## config.mk

```make
export PLATFORM = sky130hd
export DESIGN_NAME = sorted_set_table_flat
export DESIGN_NICKNAME = d
export VERILOG_FILES = /design/src/rtl/sst_pkg.sv /design/src/rtl/sst_channels.sv /design/src/rtl/sorted_set_table.sv /design/src/rtl/sst_ctrl.sv /design/src/rtl/sst_datapath.sv /design/src/flat_wrapper.sv
export VERILOG_INCLUDE_DIRS = /design/src /design/src/rtl
export SDC_FILE = /design/constraint.sdc
export NUM_CORES = 2
export LEC_CHECK = 0
export BUFFER_PORTS_ARGS = -buffer_cell sky130_fd_sc_hd__buf_4
export CAP_MARGIN = 20
export CORE_ASPECT_RATIO = 1.1
export CORE_UTILIZATION = 55
export DETAILED_ROUTE_END_ITERATION = 12
export HOLD_SLACK_MARGIN = 0.12
export PLACE_DENSITY_LB_ADDON = 0.05
export SLEW_MARGIN = 20
export SYNTH_ARGS = -nofsm -noshare
export SYNTH_HDL_FRONTEND = slang
export SYNTH_HIERARCHICAL = 1
export SYNTH_SLANG_ARGS = --single-unit
```

## constraint.sdc

```tcl
create_clock -name clock -period 4 [get_ports clock]
set_input_delay 1.2 -clock clock [delete_from_list [all_inputs] [get_ports clock]]
set_output_delay 1.2 -clock clock [all_outputs]
set_load 0.02 [all_outputs]
```

## src/rtl/sorted_set_table_macros.svh

```systemverilog
// Assertion macros used by the file that checks the sorted set table.
`ifndef SORTED_SET_TABLE_MACROS_SVH
`define SORTED_SET_TABLE_MACROS_SVH

// The consequent must hold in the same cycle as the antecedent.
`define SST_ASSERT_SAME(label, clk, rst, ante, cons, msg) \
   label: assert property (@(posedge clk) disable iff (rst) (ante) |-> (cons)) \
      else $error(msg);

// The consequent must hold in the cycle after the antecedent.
`define SST_ASSERT_NEXT(label, clk, rst, ante, cons, msg) \
   label: assert property (@(posedge clk) disable iff (rst) (ante) |=> (cons)) \
      else $error(msg);

`endif

```

## src/rtl/sst_pkg.sv

```systemverilog
package sst_pkg;

   localparam int DEPTH = 32;
   localparam int CountWidth = $clog2(DEPTH + 1);

   localparam logic [1:0] OP_INSERT = 2'd0;
   localparam logic [1:0] OP_DELETE = 2'd1;
   localparam logic [1:0] OP_SEARCH = 2'd2;

   typedef enum logic [2:0] {
      STAT_INSERTED  = 3'd0,
      STAT_DUPLICATE = 3'd1,
      STAT_FULL      = 3'd2,
      STAT_DELETED   = 3'd3,
      STAT_NOT_FOUND = 3'd4,
      STAT_FOUND     = 3'd5
   } status_type;

   typedef enum logic {
      S_IDLE,
      S_UPDATE
   } state_type;

   typedef struct packed {
      logic capture;
      logic commit;
   } dp_cmd_type;

endpackage

```

## src/rtl/sst_channels.sv

```systemverilog
interface sst_req_if;
   logic               valid;
   logic               ready;
   logic [1:0]         req_type;
   logic signed [31:0] item_value;

   modport source (output valid, output req_type, output item_value, input ready);
   modport sink (input valid, input req_type, input item_value, output ready);
endinterface

interface sst_rsp_if;
   logic       valid;
   logic       ready;
   logic [2:0] status;
   logic [5:0] entry_count;

   modport source (output valid, output status, output entry_count, input ready);
   modport sink (input valid, input status, input entry_count, output ready);
endinterface

```

## src/rtl/sorted_set_table.sv

```systemverilog
// Sorted set table: holds up to 32 distinct signed 32-bit values in ascending
// order and serves insert, delete and search requests, one response per
// request that carries a status and the entry count after the request. In
// the cycle of its transfer a request is compared against every held entry
// at once and the result is registered; then, in the update state, the table
// shifts up or down by one entry where the request changes it and the
// response register is loaded. That update waits while the response
// register still holds an untaken response; no new request is taken until
// it ends. Reset empties the table by zeroing its count, with no clearing pass.
`include "sorted_set_table_macros.svh"

module sorted_set_table (
   input logic        clock,
   input logic        reset,
   sst_req_if.sink    req_if,
   sst_rsp_if.source  rsp_if
);

   sst_pkg::dp_cmd_type cmd;
   logic req_accept;
   logic ctrl_busy;
   logic rsp_full;
   logic full_count;
   logic rsp_inserted;
   logic rsp_nonzero;

   sst_ctrl u_ctrl (
      .clock     (clock),
      .reset     (reset),
      .req_valid (req_if.valid),
      .rsp_ready (rsp_if.ready),
      .req_ready (req_if.ready),
      .rsp_valid (rsp_if.valid),
      .cmd       (cmd)
   );

   sst_datapath u_datapath (
      .clock       (clock),
      .reset       (reset),
      .cmd         (cmd),
      .req_type    (req_if.req_type),
      .item_value  (req_if.item_value),
      .status      (rsp_if.status),
      .entry_count (rsp_if.entry_count)
   );

   assign req_accept   = req_if.valid && req_if.ready;
   assign ctrl_busy    = !req_if.ready && !cmd.capture;
   assign rsp_full     = rsp_if.valid && (rsp_if.status == sst_pkg::STAT_FULL);
   assign full_count   = rsp_if.entry_count == 6'(sst_pkg::DEPTH);
   assign rsp_inserted = rsp_if.valid && (rsp_if.status == sst_pkg::STAT_INSERTED);
   assign rsp_nonzero  = rsp_if.entry_count != 6'd0;

   `SST_ASSERT_NEXT(a_busy_after_accept, clock, reset, req_accept, !req_if.ready, "busy accept")
   `SST_ASSERT_NEXT(a_commit_loads_rsp, clock, reset, cmd.commit, rsp_if.valid, "no response")
   `SST_ASSERT_SAME(a_commit_needs_capture, clock, reset, cmd.commit, ctrl_busy, "stray commit")
   `SST_ASSERT_SAME(a_full_count, clock, reset, rsp_full, full_count, "full below capacity")
   `SST_ASSERT_SAME(a_insert_count, clock, reset, rsp_inserted, rsp_nonzero, "empty after insert")

endmodule

```

## src/rtl/sst_ctrl.sv

```systemverilog
module sst_ctrl (
   input  logic                clock,
   input  logic                reset,
   input  logic                req_valid,
   input  logic                rsp_ready,
   output logic                req_ready,
   output logic                rsp_valid,
   output sst_pkg::dp_cmd_type cmd
);

   sst_pkg::state_type state_ff, state_in;
   logic rsp_valid_ff, rsp_valid_in;

   always_ff @(posedge clock) begin
      if (reset) begin
         state_ff     <= sst_pkg::S_IDLE;
         rsp_valid_ff <= 1'b0;
      end else begin
         state_ff     <= state_in;
         rsp_valid_ff <= rsp_valid_in;
      end
   end

   always_comb begin
      state_in    = state_ff;
      req_ready   = 1'b0;
      cmd.capture = 1'b0;
      cmd.commit  = 1'b0;
      unique case (state_ff)
         sst_pkg::S_IDLE: begin
            req_ready = 1'b1;
            if (req_valid) begin
               cmd.capture = 1'b1;
               state_in    = sst_pkg::S_UPDATE;
            end
         end
         sst_pkg::S_UPDATE: begin
            if (!rsp_valid_ff || rsp_ready) begin
               cmd.commit = 1'b1;
               state_in   = sst_pkg::S_IDLE;
            end
         end
      endcase
      rsp_valid_in = cmd.commit | (rsp_valid_ff & ~rsp_ready);
   end

   assign rsp_valid = rsp_valid_ff;

endmodule

```

## src/rtl/sst_datapath.sv

```systemverilog
module sst_datapath (
   input  logic                clock,
   input  logic                reset,
   input  sst_pkg::dp_cmd_type cmd,
   input  logic [1:0]          req_type,
   input  logic signed [31:0]  item_value,
   output logic [2:0]          status,
   output logic [5:0]          entry_count
);

   localparam int Depth = sst_pkg::DEPTH;
   localparam int CountWidth = sst_pkg::CountWidth;

   logic signed [31:0] entries_ff [Depth];
   logic signed [31:0] entries_in [Depth];
   logic signed [31:0] prev_entry [Depth];
   logic signed [31:0] next_entry [Depth];
   logic [Depth-1:0] held;
   logic [Depth-1:0] below_now;
   logic [Depth-1:0] match_now;
   logic [Depth-1:0] ins_slot;
   logic [Depth-1:0] below_ff, below_in;
   logic hit_ff, hit_in;
   logic [1:0] op_ff, op_in;
   logic signed [31:0] value_ff, value_in;
   logic [CountWidth-1:0] count_ff, count_in;
   sst_pkg::status_type status_ff, status_in;
   logic [5:0] entry_count_ff, entry_count_in;
   logic do_insert;
   logic do_delete;

   // Every held entry is compared against the incoming value in parallel.
   for (genvar gi = 0; gi < Depth; gi++) begin : g_cell
      assign held[gi]      = CountWidth'(gi) < count_ff;
      assign below_now[gi] = held[gi] && (entries_ff[gi] < item_value);
      assign match_now[gi] = held[gi] && (entries_ff[gi] == item_value);

      if (gi == 0) begin : g_first
         assign ins_slot[gi]   = ~below_ff[gi];
         assign prev_entry[gi] = value_ff;
      end else begin : g_rest
         assign ins_slot[gi]   = ~below_ff[gi] & below_ff[gi-1];
         assign prev_entry[gi] = entries_ff[gi-1];
      end

      if (gi == Depth - 1) begin : g_last
         assign next_entry[gi] = entries_ff[gi];
      end else begin : g_inner
         assign next_entry[gi] = entries_ff[gi+1];
      end

      always_comb begin
         priority if (cmd.commit && do_insert && !below_ff[gi]) begin
            entries_in[gi] = ins_slot[gi] ? value_ff : prev_entry[gi];
         end else if (cmd.commit && do_delete && !below_ff[gi]) begin
            entries_in[gi] = next_entry[gi];
         end else begin
            entries_in[gi] = entries_ff[gi];
         end
      end

      always_ff @(posedge clock) begin
         entries_ff[gi] <= entries_in[gi];
      end
   end

   always_comb begin
      below_in = cmd.capture ? below_now : below_ff;
      hit_in   = cmd.capture ? |match_now : hit_ff;
      op_in    = cmd.capture ? req_type : op_ff;
      value_in = cmd.capture ? item_value : value_ff;

      do_insert = (op_ff == sst_pkg::OP_INSERT) && !hit_ff
                  && (count_ff < CountWidth'(Depth));
      do_delete = (op_ff == sst_pkg::OP_DELETE) && hit_ff;

      priority if (op_ff == sst_pkg::OP_INSERT) begin
         priority if (hit_ff) begin
            status_in = sst_pkg::STAT_DUPLICATE;
         end else if (!do_insert) begin
            status_in = sst_pkg::STAT_FULL;
         end else begin
            status_in = sst_pkg::STAT_INSERTED;
         end
      end else if (op_ff == sst_pkg::OP_DELETE) begin
         status_in = hit_ff ? sst_pkg::STAT_DELETED : sst_pkg::STAT_NOT_FOUND;
      end else begin
         status_in = hit_ff ? sst_pkg::STAT_FOUND : sst_pkg::STAT_NOT_FOUND;
      end

      priority if (cmd.commit && do_insert) begin
         count_in = count_ff + CountWidth'(1);
      end else if (cmd.commit && do_delete) begin
         count_in = count_ff - CountWidth'(1);
      end else begin
         count_in = count_ff;
      end

      entry_count_in = cmd.commit ? 6'(count_in) : entry_count_ff;
      if (!cmd.commit) begin
         status_in = status_ff;
      end
   end

   always_ff @(posedge clock) begin
      below_ff       <= below_in;
      hit_ff         <= hit_in;
      op_ff          <= op_in;
      value_ff       <= value_in;
      status_ff      <= status_in;
      entry_count_ff <= entry_count_in;
   end

   always_ff @(posedge clock) begin
      if (reset) begin
         count_ff <= '0;
      end else begin
         count_ff <= count_in;
      end
   end

   assign status      = status_ff;
   assign entry_count = entry_count_ff;

endmodule
```

## src/flat_wrapper.sv

```systemverilog
// flat-port wrapper written by rule: the top's interface ports become plain ports
module sorted_set_table_flat 
  (clock, reset, req_if_valid, req_if_req_type, req_if_item_value, req_if_ready, rsp_if_valid, rsp_if_status, rsp_if_entry_count, rsp_if_ready);
  sst_req_if req_if_i ();
  sst_rsp_if rsp_if_i ();
  input logic clock;
  input logic reset;
  input wire logic [$bits(req_if_i.valid)-1:0] req_if_valid;
  input wire logic [$bits(req_if_i.req_type)-1:0] req_if_req_type;
  input wire logic [$bits(req_if_i.item_value)-1:0] req_if_item_value;
  output wire logic [$bits(req_if_i.ready)-1:0] req_if_ready;
  output wire logic [$bits(rsp_if_i.valid)-1:0] rsp_if_valid;
  output wire logic [$bits(rsp_if_i.status)-1:0] rsp_if_status;
  output wire logic [$bits(rsp_if_i.entry_count)-1:0] rsp_if_entry_count;
  input wire logic [$bits(rsp_if_i.ready)-1:0] rsp_if_ready;
  assign req_if_i.valid = req_if_valid;
  assign req_if_i.req_type = req_if_req_type;
  assign req_if_i.item_value = req_if_item_value;
  assign req_if_ready = req_if_i.ready;
  assign rsp_if_valid = rsp_if_i.valid;
  assign rsp_if_status = rsp_if_i.status;
  assign rsp_if_entry_count = rsp_if_i.entry_count;
  assign rsp_if_i.ready = rsp_if_ready;
  sorted_set_table u_core (.clock(clock), .reset(reset), .req_if(req_if_i), .rsp_if(rsp_if_i));
endmodule
```

## After elaboration in Yosys (flattened, before gate mapping)

Memories as Yosys holds them, arrays and structs flattened.
Index checks and enable logic that the tools add are counted.

| cells by class | value |
|---|---|
| $add $sub $neg | 2 |
| eq/ne operators | 33 |
| order comparisons | 65 |
| reductions and logical operators | 169 |
| multiplexer cells | 109 |
| bitwise logic cells | 66 |

Operator list:

| kind | number |
|---|---|
| $mux 32 | 94 |
| $eq 32x32->1 | 32 |
| $lt 32x32->1 | 32 |
| $logic_and 1x1->1 | 132 |
| $lt 5x6->1 const A | 16 |
| $lt 4x6->1 const A | 8 |
| $logic_not 1->1 | 34 |
| $not 1->1 | 33 |
| $and 1x1->1 | 32 |
| $reduce_or 32->1 | 1 |
| $lt 3x6->1 const A | 4 |
| $lt 1x6->1 const A | 2 |
| $lt 2x6->1 const A | 2 |
| $mux 6 | 2 |
| $mux 3 | 3 |
| $mux 1 | 7 |
| $add 6x1->6 const B | 1 |
| $lt 6x6->1 const B | 1 |
| $sub 6x1->6 const B | 1 |
| $mux 2 | 2 |
| $eq 2x1->1 const B | 1 |
| $logic_not 2->1 | 1 |
| $pmux 1 s2 | 1 |
| $logic_or 1x1->1 | 1 |
| $or 1x1->1 | 1 |

| storage, ports and cells | value |
|---|---|
| bits of input ports | 38 |
| bits in writable memories | 1,024 |
| logic and storage cells | 454 |
| register bits after elaboration | 84 |
| memories kept | 1 |
| output and inout port bits | 11 |

Memory list:

| memory | words | width | rd ports | clocked after memory_dff | write ports | line | RTL |
|---|---|---|---|---|---|---|---|
| u_core.u_datapath.entries_ff | 32 | 32 | 32 | 0 | 32 | sst_datapath.sv:14 | `logic signed [31:0] entries_ff [Depth];` |

## Logic depth before layout (Yosys ltp)

| depth | value |
|---|---|
| depth in word-level cells | 8 |
| gate-level depth with buffers | 10 |
| depth with buffers taken out | 8 |

## Hierarchy

Netlist, hierarchy kept.

By module, submodules not included:

| module | area each (µm²) | sequential area each (µm²) | times used | cells each |
|---|---|---|---|---|
| sst_datapath | 78,326.4 | 33,151.8 | 1 | 7,378 |
| sst_ctrl | 87.6 | 40.0 | 1 | 9 |

## Worst setup path before layout

No wires, ideal clock.

| timing path | value |
|---|---|
| path type | input to register |
| start | input rsp_if_ready |
| end | memory u_core.u_datapath.entries_ff[0][0], enable pin |
| buffers on the path | 1 |
| library setup time | 0.421 ns |
| required time | 3.579 ns |
| slack | -0.239 ns |
| stages on the path | 7 |
| arrival time | 3.818 ns |
| cells stage by stage | nand2b_1 and2_2 nand2b_4 nor4_1 nor2_1 clkbuf_1 nor2_1 |

RTL lines:

| what | line | RTL |
|---|---|---|
| start, declared | flat_wrapper.sv:15 | `input wire logic [$bits(rsp_if_i.ready)-1:0] rsp_if_ready;` |
| end, declared | sst_datapath.sv:14 |  |

## Final worst setup path

| timing path | value |
|---|---|
| start | input req_if_item_value[29] |
| end | register u_core.u_datapath.hit_ff (data pin) |

| between the ends | value |
|---|---|
| cells in the longest elaborated chain, start to end | 3 |
| elaborated cells between the ends (all ways) | 65 |
| those cells by class | 32 x eq/ne; 33 x reduce/logical |

RTL lines:

| what | line | RTL |
|---|---|---|
| start, declared | flat_wrapper.sv:10 | `input wire logic [$bits(req_if_i.item_value)-1:0] req_if_item_value;` |
| $eq 32x32->1 | sst_datapath.sv:36 | `assign match_now[gi] = held[gi] && (entries_ff[gi] == item_value);` |
| $logic_and 1x1->1 | sst_datapath.sv:36 |  |
| $reduce_or 32->1 (*) | sst_datapath.sv:69 | `hit_in = cmd.capture ? \|match_now : hit_ff;` |
| end signal, assigned | sst_datapath.sv:107 | `hit_ff <= hit_in;` |
| end, declared | sst_datapath.sv:23 | `logic hit_ff, hit_in;` |

Mark *: on every way between the ends. The rest lies on a longest branch, timed or not.
A chain may end at the register's enable or synchronous reset.

==> metrics.yaml <==
grt_pass1_vias: 62600
min_period_ns: 3.50
synth_edf_count: 1100
io_pins: 49
syn-num-nets: 8454
cp-endpoint: "u_core/u_datapath/hit_ff"
dr.first_iter.drc_count: 5756
num_vias: 62900
synth_cells: 7387
globalplace.congestion: 0.982
grtUsageTotal_pct: 37.0
die_area_um2: 144000
core_um2: 141000
clock_latency_ns: 0.79
dieHeight_um: 398
drc: 0
hold_class: "flip-flop to flip-flop"
p_leak_nw: 38.5
cp_max_fo: 19
timing.critical_path.to_type: "flip-flop"
cts_resized: 0
initial_utilization_pct: 55.7
cts.sinks: 1108
fillers: 11500
rows: 144
slew_headroom_pct: 20.2
vias_per_cell: 6.58
fin_nets: 8627
placed_area_um2: 83600
synthArstFlopShare_pct: 0
portBuffers: 48
grt_start_max_net_pins: 65
synth.yosys.seq_area_share_pct: 42.3
grt_pass1_wl_um: 399000
antenna_found_initial: 5
hold_viol: 0
arrival_ns: 4.14
rr_endpoint: "u_core/u_datapath/hit_ff"
routed_wl_um: 270000
r2r-start: "u_core/u_datapath/count_ff[5]"
cts_hold_buf: 0
overflow: 0
clk_pin_slew_ns: 0.06
firstDrtPassIters: 6
avgSynthCellArea_um2: 10.6
power_density_nw_per_um2: 330
fmax_mhz: 286
setup_viol_count_final: 0
skew_ns: 0.0244
cts_setup_buffers: 0
setup.worst_path.start: "req_if_item_value[29]"
critical_path.max_stage_delay_ns: 0.89
worst_path_max_delay_cell: "nor4_1"
syn_to_final_growth_pct: 12.2
clockRootBuffer: "clkbuf_16"
stdcell_area_um2: 88000
worst_slew_pin_slew_ns: 1.20
ir_drop_v: 0.000419
post_drt_wl_per_cell_um: 28.3
cts_tree: "yes"
timing.critical_path.cells: "buf_4 > inv_2 > buf_12 > buf_12 > buf_4 > ha_1 > nand4_1 > or4_1 > nor4_1 > a32o_1 > nor4b_1 > buf_4 > nand4_1"
syn_area_um2: 78400
dp_hpwl_um: 205000
hold_ws_ns: 0.523
crit_top_cell: "buf_4"
mostFrequentLayoutCells: "a21oi_1, edfxtp_1, ha_1"
critPathKind: "input pin to flip-flop"
rsz0062_at_grt: "no"
cts_max_path_buffers: 3
yosys_warnings: 6
setup_slack_ns: 0.504
power_mw: 29.0
numCtsBuffers: 134
rr_worst_depth: 9
period_share_pct: 87.4
drv_slew: 0
status: "complete, no violations"
critPathRequiredTime_ns: 4.64
die_w_um: 362
final_common_cell: "a21oi_1"
fin_setup_tns_ns: 0
place_ws_ns: -0.301
r2r_setup_slack_ns: 0.57
maxCapViolCount: 0
synth-main-ff-cell: "edfxtp_1"
ys_ff_latch: 1108
cp-start-kind: "input pin"
cts_max_level: 4
antenna_left: 0
drive_gt1_share_pct: 11.1
synth_cell_types: 79
==> per-layer routing <==
layer	vias up	track usage [%]	share of wire (%)
li1	28500	-	-
met5	-	0	0.0078
met1	30900	44.8	38
met4	4	22.0	6.6
met2	2689	62.4	48
met3	867	5.77	7.1
==> power by group <==
part | internal (mW) | switching, mW | leakage (nW)
clock network | 7.11 | 5.08 | 2.05
registers | 12.9 | 0.273 | 10.1
logic | 1.44 | 2.23 | 26.3
total | 21.5 | 7.58 | 38.5
==> sequential cells by signal (all words and copies together), names as in the netlist <==
name and cells:
u_core/u_ctrl/state_ff 1, u_core/u_ctrl/rsp_valid 1, u_core/u_datapath/below_ff 32, u_core/u_datapath/entries_ff 1024, u_core/u_datapath/entry_count 6, u_core/u_datapath/hit_ff 1, u_core/u_datapath/value_ff 32, u_core/u_datapath/op_ff 2
u_core/u_datapath/count_ff 6, u_core/u_datapath/status 3
==> area by class of cell <==
| type | instances | area (µm²) | area share [%] |
|---|---|---|---|
| Inverter | 99 | 372 | 0.422 |
| Clock buffer | 171 | 3650 | 4.15 |
| Sequential cell | 1108 | 33200 | 37.7 |
| Multi-Input combinational cell | 5759 | 42800 | 48.7 |
| Clock inverter | 63 | 572 | 0.650 |
| Tap cell | 1898 | 2370 | 2.70 |
| Timing Repair Buffer | 458 | 5010 | 5.69 |
| Antenna cell | 2 | 5.00 | 0.00569 |
==> logic make-up after synthesis <==
kind of cell | count (synthesis) | synth area share [%]
fa+ha+maj | 1029 | 16.4
simple gates | 1873 | 11.5
buf+inv | 520 | 3.41
mux | 1038 | 13.4
compound gates | 1815 | 13.0
flops | 1108 | 42.3
xor+xnor | 4 | 0.0543
==> metrics by stage <==
stage | std cells | utilization [%]
floorplan | 7387 | -
global placement | 9313 | 59.3
detailed placement | 9317 | 59.4
CTS | 9551 | 62.4
global route | 9556 | 62.5
finish | 9558 | 62.5
==> worst max-delay path, delay by kind of cell <==
kind | cells | cell delay, ns
compound gates | 1 | 0.22
buf+inv | 6 | 0.76
fa+ha+maj | 1 | 0.29
simple gates | 5 | 1.61
==> synthesized netlist by cell type, types with 24 or more instances <==
master    instances  area [µm²]
a21oi_1        1366        6840
edfxtp_1       1100       33000
nor2_1         1061        3980
ha_1           1029       12900
mux2i_1         970        9710
nand4_1         197        1230
clkbuf_1        196         736
nand2_1         195         732
buf_2           120         601
o21ai_0         119         596
inv_1            99         372
a21o_1           96         721
nand3_1          95         475
mux2_2           68         766
nor2b_1          60         375
buf_6            53         597
nand2b_1         46         288
nor4_1           46         288
nor3_1           36         180
and4_1           33         289
buf_4            33         248
nor2_8           27         541
a21boi_0         25         188
o21a_1           25         188
o211ai_1         24         180
==> worst min-delay path by stage <==
stage / start / endpoint / slack (ns) / depth (start not counted)
2_1_floorplan: u_core/u_ctrl/state_ff / u_core/u_ctrl/state_ff / 0.52 / 2
3_3_place_gp: u_core/u_ctrl/state_ff / u_core/u_ctrl/rsp_valid / 0.50 / 2
3_5_place_dp: u_core/u_ctrl/state_ff / u_core/u_ctrl/rsp_valid / 0.51 / 2
4_1_cts: u_core/u_ctrl/state_ff / u_core/u_ctrl/rsp_valid / 0.53 / 2
5_1_grt: u_core/u_ctrl/state_ff / u_core/u_ctrl/rsp_valid / 0.57 / 2
6_report: u_core/u_ctrl/state_ff / u_core/u_ctrl/rsp_valid / 0.52 / 2
(Power assumes the default switching activity.)
